[config.mk]
export PLATFORM = sky130hd
export DESIGN_NAME = utf8_to_utf16_decoder
export DESIGN_NICKNAME = d
export VERILOG_FILES = /design/src/rtl/core/u8u16_pkg.sv /design/src/rtl/core/utf8_to_utf16_decoder.sv
export SDC_FILE = /design/constraint.sdc
export NUM_CORES = 1
export LEC_CHECK = 0
export BUFFER_PORTS_ARGS = -buffer_cell sky130_fd_sc_hd__buf_2
export CAP_MARGIN = 20
export CORE_UTILIZATION = 35
export CTS_CLUSTER_DIAMETER = 120
export DETAILED_ROUTE_END_ITERATION = 10
export GPL_ROUTABILITY_DRIVEN = 0
export SLEW_MARGIN = 15
export SYNTH_ARGS = -nofsm -noshare
export SYNTH_HDL_FRONTEND = slang
export SYNTH_SLANG_ARGS = --single-unit
export TNS_END_PERCENT = 20
[constraint.sdc]
create_clock -name clk -period 3.7 [get_ports clk]
set_input_delay 0.37 -clock clk [delete_from_list [all_inputs] [get_ports clk]]
set_output_delay 0.37 -clock clk [all_outputs]
set_load 0.005 [all_outputs]
[src/rtl/core/u8u16_pkg.sv]
// Package for the UTF-8 to UTF-16 decoder: transaction payload types,
// lead byte limits, payload masks and surrogate constants.
// No dependencies.
package u8u16_pkg;

  // One input transaction: a raw UTF-8 byte and the end-of-string mark
  typedef struct packed {
    logic [7:0] byte_in;
    logic       final_byte;
  } byte_item_t;

  // One output transaction: a UTF-16 unit and its end marks
  typedef struct packed {
    logic [15:0] code_unit;
    logic        run_end;
    logic        string_end;
  } unit_item_t;

  // Lead byte classes by magnitude
  localparam logic [7:0] LeadOneLimit   = 8'h80;
  localparam logic [7:0] LeadTwoLimit   = 8'(8'h80 + 8'h40 + 8'h20);
  localparam logic [7:0] LeadThreeLimit = 8'(8'h80 + 8'h40 + 8'h20 + 8'h10);

  // Payload masks
  localparam logic [7:0] ContMask      = 8'h3F;
  localparam logic [7:0] TwoLeadMask   = 8'h1F;
  localparam logic [7:0] ThreeLeadMask = 8'h0F;
  localparam logic [7:0] FourLeadMask  = 8'h07;

  // Surrogate arithmetic: lead = (v >> 10) + 0xD800 - (0x10000 >> 10)
  localparam logic [20:0] PlaneBase    = 21'h10000;
  localparam logic [15:0] HiSurrBase   = 16'hD800;
  localparam logic [15:0] HiSurrOffset = 16'(HiSurrBase - 16'(PlaneBase >> 10));
  localparam logic [5:0]  LoSurrTop    = 6'b110111;

  // Sequence kinds: continuation bytes in the sequence
  localparam logic [1:0] KindNone  = 2'd0;
  localparam logic [1:0] KindTwo   = 2'd1;
  localparam logic [1:0] KindThree = 2'd2;
  localparam logic [1:0] KindFour  = 2'd3;

  // Output buffer depth
  localparam int UnitBufDepth = 4;

endpackage

[src/rtl/core/utf8_to_utf16_decoder.sv]
// UTF-8 to UTF-16 decoder top level: byte decode and a small output buffer.
// Depends on u8u16_pkg.
//
// A unit enters the output buffer in the cycle after the byte that completes it.
// Throughput: one byte per cycle unless byte_stall; a four-byte sequence yields a
// surrogate pair, both units pushed together, drained one per cycle unless unit_stall.
// byte_stall is high while fewer than two of the 4 buffer entries are free.
// Reset (rst, synchronous) clears the decoder state and empties the buffer at once.
module utf8_to_utf16_decoder
  import u8u16_pkg::*;
#(
  parameter int Depth = UnitBufDepth
) (
  input  logic       clk,
  input  logic       rst,
  input  logic       byte_valid,
  output logic       byte_stall,
  input  byte_item_t byte_item,
  output logic       unit_valid,
  input  logic       unit_stall,
  output unit_item_t unit_item
);

  localparam int PtrW = $clog2(Depth);
  localparam int CntW = $clog2(Depth + 1);

  // Decoder state
  logic [1:0]  bytes_left, bytes_left_next;
  logic [1:0]  seq_kind, seq_kind_next;
  logic [20:0] partial_value, partial_value_next;

  // Output buffer
  unit_item_t            unit_buf [Depth];
  logic [PtrW-1:0]       wr_ptr, rd_ptr;
  logic [CntW-1:0]       count;

  logic       accept, pop;
  logic [1:0] push_cnt;
  unit_item_t w0, w1;
  logic [7:0]  ch;
  logic        fin;
  logic [20:0] cont_bits, merged;
  logic [15:0] hi_unit, lo_unit;

  assign accept     = byte_valid && !byte_stall;
  assign pop        = unit_valid && !unit_stall;
  assign byte_stall = (count > CntW'(Depth - 2));
  assign unit_valid = (count != '0);
  assign unit_item  = unit_buf[rd_ptr];

  assign ch  = byte_item.byte_in;
  assign fin = byte_item.final_byte;

  // Place continuation payload by how many bytes remain
  always_comb begin
    unique case (bytes_left)
      2'd3:    cont_bits = 21'(ch & ContMask) << 12;
      2'd2:    cont_bits = 21'(ch & ContMask) << 6;
      default: cont_bits = 21'(ch & ContMask);
    endcase
  end

  assign merged  = partial_value | cont_bits;
  assign hi_unit = 16'(merged >> 10) + HiSurrOffset;
  assign lo_unit = {LoSurrTop, merged[9:0]};

  // Decode one byte: update state and form up to two units
  always_comb begin
    bytes_left_next    = bytes_left;
    seq_kind_next      = seq_kind;
    partial_value_next = partial_value;
    push_cnt           = 2'd0;
    w0                 = '{code_unit: {8'h00, ch}, run_end: 1'b1, string_end: fin};
    w1                 = '{code_unit: lo_unit, run_end: 1'b1, string_end: fin};
    if (accept) begin
      if (bytes_left == 2'd0) begin
        priority if (ch < LeadOneLimit) begin
          push_cnt = 2'd1;
        end else if (ch < LeadTwoLimit) begin
          partial_value_next = 21'(ch & TwoLeadMask) << 6;
          seq_kind_next      = KindTwo;
          bytes_left_next    = KindTwo;
        end else if (ch < LeadThreeLimit) begin
          partial_value_next = 21'(ch & ThreeLeadMask) << 12;
          seq_kind_next      = KindThree;
          bytes_left_next    = KindThree;
        end else begin
          partial_value_next = 21'(ch & FourLeadMask) << 18;
          seq_kind_next      = KindFour;
          bytes_left_next    = KindFour;
        end
        // Drop a lead cut off by the end of string
        if (fin && ch >= LeadOneLimit) begin
          partial_value_next = '0;
          seq_kind_next      = KindNone;
          bytes_left_next    = 2'd0;
        end
      end else if (bytes_left != 2'd1) begin
        partial_value_next = merged;
        bytes_left_next    = bytes_left - 2'd1;
        if (fin) begin
          partial_value_next = '0;
          seq_kind_next      = KindNone;
          bytes_left_next    = 2'd0;
        end
      end else begin
        // Last continuation: emit unit or surrogate pair, then go idle
        if (seq_kind == KindFour) begin
          w0       = '{code_unit: hi_unit, run_end: 1'b0, string_end: 1'b0};
          push_cnt = 2'd2;
        end else begin
          w0       = '{code_unit: merged[15:0], run_end: 1'b1, string_end: fin};
          push_cnt = 2'd1;
        end
        partial_value_next = '0;
        seq_kind_next      = KindNone;
        bytes_left_next    = 2'd0;
      end
    end
  end

  // Hold decoder state and buffer control
  always_ff @(posedge clk) begin
    if (rst) begin
      bytes_left    <= 2'd0;
      seq_kind      <= KindNone;
      partial_value <= '0;
      wr_ptr        <= '0;
      rd_ptr        <= '0;
      count         <= '0;
    end else begin
      bytes_left    <= bytes_left_next;
      seq_kind      <= seq_kind_next;
      partial_value <= partial_value_next;
      wr_ptr        <= wr_ptr + PtrW'(push_cnt);
      rd_ptr        <= rd_ptr + PtrW'(pop);
      count         <= count + CntW'(push_cnt) - CntW'(pop);
    end
  end

  // Write buffer entries
  always_ff @(posedge clk) begin
    if (push_cnt != 2'd0) begin
      unit_buf[wr_ptr] <= w0;
    end
    if (push_cnt == 2'd2) begin
      unit_buf[wr_ptr + PtrW'(1)] <= w1;
    end
  end

`ifndef SYNTHESIS
  // Buffer never overfills
  a_count_bound: assert property (@(posedge clk) disable iff (rst)
    count <= CntW'(Depth))
    else $error("unit buffer overfilled");

  // Idle decoder holds no partial sequence
  a_idle_clean: assert property (@(posedge clk) disable iff (rst)
    (bytes_left == 2'd0) |-> (seq_kind == KindNone && partial_value == '0))
    else $error("idle decoder holds stale sequence state");

  // Remaining count never exceeds the sequence length
  a_left_le_kind: assert property (@(posedge clk) disable iff (rst)
    bytes_left <= seq_kind)
    else $error("bytes_left exceeds seq_kind");

  // A lead surrogate always has its trail already buffered behind it
  a_pair_whole: assert property (@(posedge clk) disable iff (rst)
    (unit_valid && !unit_item.run_end) |-> (count >= CntW'(2)))
    else $error("lead surrogate without trail");
`endif

endmodule

### Word level (Yosys, flattened, before mapping)

Memory sizes are Yosys's and may differ from the RTL's. A register that Yosys moved wholly into a read port is not among the register bits.
Cells that the tools add are included.

* register bits after elaboration: 32
* memory bits (writable): 72
* input port bits: 13
* output and inout port bits: 20
* logic and storage cells: 69
* memories kept: 1

* add/subtract/negate cells: 7
* order comparisons: 5
* eq/ne operators: 7
* mux-type cells: 32
* bitwise operators: 1
* reductions and logical operators: 10

Memory list
* unit_buf: words 4, width 18, read ports 1, clocked after memory_dff 1, write ports 2, RTL line utf8_to_utf16_decoder.sv:33 `unit_item_t unit_buf [Depth];`

Operator list (count)
* 21-bit two-way mux: 7
* 18-bit two-way mux: 4
* 18-bit case mux with 2 select lines: 1
* 2-bit two-way mux: 14
* 8-bit less-than comparator, second input constant: 3
* 21-bit by 18-bit bitwise OR with 21-bit output: 1
* 12-bit by 15-bit adder with 16-bit output, second input constant: 1
* 2-bit equality test, second input constant: 4
* 8-bit greater-or-equal comparator, second input constant: 1
* 1-bit two-way mux: 6
* 3-bit by 2-bit adder with 3-bit output: 1
* 3-bit by 2-bit > comparator with 1-bit output, second input constant: 1
* 1-bit logical AND: 3
* 3-bit by 2-bit inequality test with 1-bit output, second input constant: 1
* 3-bit inequality test, second input constant: 1
* 3-bit AND reduction: 1
* 3-bit nonzero test: 1
* 3-bit by 1-bit subtractor with 3-bit output: 1
* 2-bit by 1-bit adder with 2-bit output: 1
* 2-bit by 1-bit adder with 2-bit output, second input constant: 1
* 2-bit adder: 1
* 1-bit zero test: 2
* 2-bit zero test: 1
* 2-bit by 1-bit inequality test with 1-bit output, second input constant: 1
* 3 further kinds: 3

### Logic depth before layout (Yosys ltp)

Gate-level depths: netlist (run 1).

* depth in word-level cells: 8
* gate-level depth with buffers: 13
* gate-level depth less buffers: 12

### Least setup slack after synthesis (run 1)

OpenSTA, ideal clock, no wires.

* path type: reg-to-reg
* start: register bytes_left[0]
* end: register count[2]
* library setup time: 0.128 ns
* arrival: 2.312 ns
* data required time: 3.572 ns
* path slack: 1.260 ns
* cell stages (with the launch flop): 12
* buffers on the path: 1
* period minus slack after synthesis: 2.440 ns
* path through: dfxtp_1 > inv_1 > ha_1 > buf_2 > nor2b_2 > nor4b_4 > inv_2 > ha_1 > inv_1 > fa_1 > xnor2_1 > nor2_1

* word-level cells in the longest chain between the ends: 6
* elaborated cells on any way between the ends: 7
* classes of those cells: add/sub: 2; eq/ne: 1; mux: 3; reduce/logical: 1

RTL lines
* start: declaration: RTL line utf8_to_utf16_decoder.sv:28 `logic [1:0] bytes_left, bytes_left_next;`
* start signal: assignment: RTL line utf8_to_utf16_decoder.sv:132 `bytes_left <= bytes_left_next;`
* 2-bit by 1-bit inequality test with 1-bit output: RTL line utf8_to_utf16_decoder.sv:98 `end else if (bytes_left != 2'd1) begin`
* 2-bit two-way mux: RTL line utf8_to_utf16_decoder.sv:98
* 2-bit two-way mux *: RTL line utf8_to_utf16_decoder.sv:76 `if (bytes_left == 2'd0) begin`
* 2-bit two-way mux *: RTL line utf8_to_utf16_decoder.sv:75 `if (accept) begin`
* 3-bit by 2-bit adder with 3-bit output *: RTL line utf8_to_utf16_decoder.sv:137 `count <= count + CntW'(push_cnt) - CntW'(pop);`
* 3-bit by 1-bit subtractor with 3-bit output *: RTL line utf8_to_utf16_decoder.sv:137
* end signal: assignment: RTL line utf8_to_utf16_decoder.sv:137
* end: declaration: RTL line utf8_to_utf16_decoder.sv:35 `logic [CntW-1:0] count;`

Every way passes the cells marked *; elsewhere a longest branch is shown, timed or not.
A chain may end at the register's enable or synchronous reset.

==> results.toml, run 1 <==
[sta]
finalMaxSlewViolations = 0
fin_tns_setup_ns = 0
maxSlewHeadroom_pct = 30.2
fin_crit_ns = 2.93
fin_crit_sh_pct = 79.3
fmax_mhz = 341
setup_viol = 0
tightest_slew_ns = 1.05
hold_violations = 0
skew_ns = 0.00931
rsz0062_at_grt = "false"

[die]
core-area_mm2 = 0.0139
num_io_pins = 33
floorplan.initialDensity_pct = 36.1
design.die.area_mm2 = 0.0149
rows = 43
die_w_um = 122
die_y_um = 122

[drt]
num_vias = 3800
wl_um = 12900
drtIter0Drc = 299
firstDrtPassIters = 5
ant_nets = 0
post_drt_wl_per_cell_um = 19.6
avgViaCountPerCell = 5.79
drc = 0

[cts]
postCtsHoldBufs = 0
postCtsSetupRepairBufs = 0
clock_sinks = 104
clkTransAtPathRegs_ns = 0.07
h-tree-depth = 3
max-clock-path-buffers = 2
cts_buffers = 9
clock_latency_ns = 0.36
root_buffer = "clkbuf_16"
postCtsResizedCells = 0
cts_tree = "yes"

[layout]
layout_common_cells = "dfxtp_1 (60), edfxtp_1 (44), nor2_1 (42)"
fillers = 1334
utilization_pct = 40.3
area_delta_synth_final_pct = 11.5
diodes = 0
nets = 496
multi_input_area_mm2 = 0.00231
final_common_cell = "dfxtp_1"
drive_gt1_share_pct = 19.3
seq_area_mm2 = 0.00252

[synthesis]
synth_nets = 484
netlist_area_mm2 = 0.00504
ys_top_cells_by_area = "edfxtp_1 (26%), dfxtp_1 (24%), mux4_2 (8.0%)"
async_flop_share_pct = 0
synth_edf_count = 44
synth_top_cell_by_area = "edfxtp_1"
synthFlopType = "dfxtp_1"
synth-seq-cells = 104
yosys.area.top_type_share_pct = 26.2
ys_types = 54
synth_warnings = 0
seq_area_frac_synth_pct = 50.1
syn_area_per_cell_um2 = 11.0
syn_inst = 459

[grt]
grt_pass1_wl_um = 20500
antenna_found_initial = 0
gr-total-overflow = 0
grt.total_usage_pct = 18.5
grt_pass1_vias = 3693
grt_max_degree = 25

[critical_path]
worstSetupEndpoint = "unit_buf[2][0]"
path_cells = "nand2_1 -> nor4b_4 -> inv_2 -> or2_1 -> nand2_1"
crit_buf_inv = 1
r2r-start = "seq_kind[1]"
cp_data_arrival_time_ns = 2.93
cpLargestDelayFamily = "simple AND/OR/NAND/NOR gates"
r2r_slack_ns = 0.77
crit_start = "seq_kind[1]"
crit_top_cell = "nand2_1"
critical_path_class = "reg2reg"
critPathMaxStageDelay_ns = 0.58
r2r_end = "unit_buf[2][0]"
reg2reg_depth = 5
required_ns = 3.69
critPathCaptureType = "flip-flop"
cp-start-kind = "flip-flop"
cp_max_fo = 20
slowest_stage = "nor4b_4"
cp.depth = 5

[pwr]
p_leak_nw = 1.99
seqPwrFrac_pct = 42.6
vdd_drop_max_mv = 0.240
power.density_mw_per_mm2 = 622
clkPwrFrac_pct = 28.8
swShare_pct = 31.3
combinationalPowerShare_pct = 28.6
p_int_w = 0.00240
switchingPower_w = 0.00109

[place]
hpwl_um = 9000
port_buffers = 32

[status]
status = "finished, final reports clean"

[min_path]
hold_path.class = "in2reg"

[run]
maxCapViolCount = 0
## stage by stage
stage | hold slack (ns) | area (um2) | std cells | setup WS (ns) | total power [W]
after floorplan | 0.430 | 5040 | 459 | 1.26 | 0.00220
after global placement | 0.449 | 5300 | 640 | 0.938 | 0.00250
after detailed placement | 0.450 | 5300 | 640 | 0.821 | 0.00253
after CTS | 0.385 | 5610 | 656 | 0.799 | 0.00353
after global routing | 0.419 | 5610 | 656 | 0.521 | 0.00369
final | 0.404 | 5610 | 656 | 0.766 | 0.00349
## registers in the layout, summed over array words and instances (netlist names)
name           count
wr_ptr             2
count              3
partial_value     21
seq_kind           2
rd_ptr             2
unit_buf          72
bytes_left         2
## cell usage after synthesis, drive strengths merged, types with 4 or more instances
cell type	number
a211oi	9
a21boi	5
a21oi	37
a22oi	10
buf	18
clkbuf	19
dfxtp	60
edfxtp	44
ha	11
inv	11
mux4	18
nand2	17
nand2b	6
nand3	12
nor2	42
nor2b	10
nor3	12
o21a	4
o21ai	10
o22a	20
o22ai	38
or2	4
or3	6
xnor2	5
## how the worst min path moves through the flow
| stage | from | end | slack (ns) | depth (start not counted) |
|---|---|---|---|---|
| floorplan | unit_buf[3][1] | unit_buf[3][1] | 0.43 | 1 |
| global placement | unit_buf[1][15] | unit_buf[1][15] | 0.45 | 2 |
| detailed placement | unit_buf[3][1] | unit_buf[3][1] | 0.45 | 1 |
| CTS | byte_item[4] | partial_value[3] | 0.39 | 3 |
| global route | byte_item[3] | partial_value[2] | 0.42 | 3 |
| finish | byte_item[4] | partial_value[9] | 0.40 | 3 |
## power by group through the flow
stage          combinational [W]  clock, W  sequential (W)
6_report                 0.00100   0.00100         0.00149
5_1_grt                  0.00111   0.00107         0.00151
2_1_floorplan           0.000737         0         0.00147
3_5_place_dp             0.00101         0         0.00152
3_3_place_gp            0.000997         0         0.00151
4_1_cts                  0.00102   0.00102         0.00149
## cell families (layout without fill, tap and decap cells)
| family | after synthesis | count (layout) | synth area share (%) |
|---|---|---|---|
| AO/OA/AOI/OAI | 147 | 147 | 20.6 |
| flip-flops | 104 | 104 | 50.1 |
| adder cells (fa/ha/maj) | 12 | 12 | 3.13 |
| multiplexers | 21 | 21 | 8.64 |
| buffers and inverters | 48 | 65 | 4.07 |
| AND/OR/NAND/NOR | 119 | 119 | 12.0 |
| XOR/XNOR | 8 | 8 | 1.39 |
## metal layers
layer / vias to the layer above / global-route usage, % / share of wire, %
met5: - / 0 / 0
met1: 1899 / 25.3 / 46
met3: 13 / 3.84 / 5.7
met4: 0 / 6.64 / 1.4
met2: 122 / 28.9 / 47
li1: 1766 / - / -
## final cells by class
type,count,area share (%)
sequential,104,44.9
multi-input combinational,307,41.1
clock buffer,9,4.01
tap,180,4.01
timing repair buffer,38,3.66
clock inverter,7,1.52
inverter,11,0.735
## worst min-delay path, stage by stage
cell	delay (ns)
buf_2	0.18
a22oi_1	0.09
nor2_1	0.08
(Power assumes the default switching activity.)
==> inputs of run 2 (changes only) <==
==> constraint.sdc (replaced) <==
create_clock -name clk -period 2.9 [get_ports clk]
set_input_delay 0.29 -clock clk [delete_from_list [all_inputs] [get_ports clk]]
set_output_delay 0.29 -clock clk [all_outputs]
set_load 0.005 [all_outputs]
==> run 2 against run 1 <==
Effect of this change:
- via count grew 1.4%
- critical path type unchanged
- largest cell class unchanged
- combinational power grew 33%
- sequential power is 26% higher
- highest routed layer unchanged
- core utilization up 0.75 points
- critical endpoint is now unit_buf[0][9]
- maximum frequency is 12% higher
==> results.toml, run 2 (synthesis gave the netlist of run 1 again) <==
[status]
status = "finished, final reports clean"

[min_path]
hold_path.class = "in2reg"

[critical_path]
slowest_stage = "a21boi_0"
cpLargestDelayFamily = "compound AO/OA/AOI/OAI gates"
required_ns = 2.96
cp_data_arrival_time_ns = 2.68
critical_path_class = "reg2reg"
critPathCaptureType = "flip-flop"
cp-start-kind = "flip-flop"
cp_max_fo = 9
path_cells = "inv_1 -> ha_1 -> o2111ai_1 -> nor3_1 -> a21boi_0 -> o22ai_1"
critPathMaxStageDelay_ns = 0.58
crit_buf_inv = 1

[drt]
post_drt_wl_per_cell_um = 19.2
drtIter0Drc = 330
firstDrtPassIters = 5
drc = 0
num_vias = 3852
ant_nets = 0
wl_um = 13000
avgViaCountPerCell = 5.72

[grt]
grt_pass1_wl_um = 20600
grt_pass1_vias = 3724
antenna_found_initial = 0
gr-total-overflow = 0
grt_max_degree = 25
grt.total_usage_pct = 18.5

[sta]
finalMaxSlewViolations = 0
skew_ns = 0.0101
rsz0062_at_grt = "false"
worst_slack_ns = 0.274
fmax_mhz = 381
fin_crit_ns = 2.63
setup_viol = 0
tightest_slew_ns = 0.809
fin_crit_sh_pct = 90.5
maxSlewHeadroom_pct = 45.6
fin_tns_setup_ns = 0
hold_violations = 0

[cts]
postCtsResizedCells = 0
h-tree-depth = 3
cts_tree = "yes"
max-clock-path-buffers = 2
clkTransAtPathRegs_ns = 0.08
postCtsSetupRepairBufs = 0
cts_buffers = 9
postCtsHoldBufs = 0
clock_latency_ns = 0.35
root_buffer = "clkbuf_16"
clock_sinks = 104

[place]
pre_cts_ws_ns = 0.324
port_buffers = 32
dp.cells = 658
placedInstanceArea_mm2 = 0.00544
hpwl_um = 9310

[die]
die_y_um = 122
design.die.area_mm2 = 0.0149
floorplan.initialDensity_pct = 36.1
num_io_pins = 33
die_w_um = 122
core-area_mm2 = 0.0139
rows = 43

[layout]
largest_register_ffs = 72
utilization_pct = 41.0
final_common_cell = "dfxtp_1"
layout_common_cells = "dfxtp_1 (60), edfxtp_1 (44), nor2_1 (42)"
reg_top3 = "unit_buf (72), partial_value (21), count (3)"
nets = 514
area_delta_synth_final_pct = 13.5
final_cells = 674
diodes = 0
top_register = "unit_buf"
drive_gt1_share_pct = 22.1
final_area_mm2 = 0.00572

[pwr]
vdd_drop_max_mv = 0.311
power.density_mw_per_mm2 = 765
p_leak_nw = 2.05

[run]
maxCapViolCount = 0
-- run 2: changes by cell type in the layout (fill, tap and decap cells not counted) --
cell,delta
inv_6,-2
bufinv_16,-1
buf_4,+18
clkbuf_1,+1
clkinvlp_4,+1
clkinv_2,+1
-- run 2: layout make-up --
cell class / count / area, um2
Sequential cell: 104 / 2520
Multi-Input combinational cell: 307 / 2310
Tap cell: 180 / 225
Clock inverter: 6 / 50.0
Timing Repair Buffer: 56 / 340
Clock buffer: 10 / 229
Fill cell: 1335 / 8220
Inverter: 11 / 41.3
-- run 2: per-layer routing --
| metal | up-vias | global-route usage [%] | wire (um) |
|---|---|---|---|
| li1 | 1800 | - | - |
| met3 | 15 | 3.00 | 776 |
| met2 | 136 | 29.9 | 6050 |
| met5 | - | 0 | 0 |
| met1 | 1901 | 25.2 | 5980 |
| met4 | 0 | 5.48 | 162 |
-- run 2: final timing paths --
kind / from / to / slack [ns] / depth (start not counted)
setup / recovery: bytes_left[0] / unit_buf[0][9] / 0.27 / 6
hold / removal: byte_item[4] / partial_value[9] / 0.32 / 3
setup reg to reg: bytes_left[0] / unit_buf[0][9] / 0.27 / 6
hold reg to reg: partial_value[5] / partial_value[5] / 0.47 / 2
-- run 2: worst min-delay path, cell delays in order --
cell     delay (ns)
buf_2          0.18
a22oi_1        0.09
nor2_1         0.08
-- run 2: per-stage QoR --
stage / power (W) / hold slack (ns)
5_1_grt: 0.00461 / 0.336
4_1_cts: 0.00441 / 0.310
2_1_floorplan: 0.00281 / 0.362
3_3_place_gp: 0.00321 / 0.446
6_report: 0.00438 / 0.322
3_5_place_dp: 0.00325 / 0.454
-- run 2: where the power goes --
group          switching, W  total (W)  internal, W
Clock              0.000572    0.00117     0.000596
Sequential         0.000120    0.00188      0.00176
Combinational      0.000685    0.00133     0.000647
Total               0.00138    0.00438      0.00300
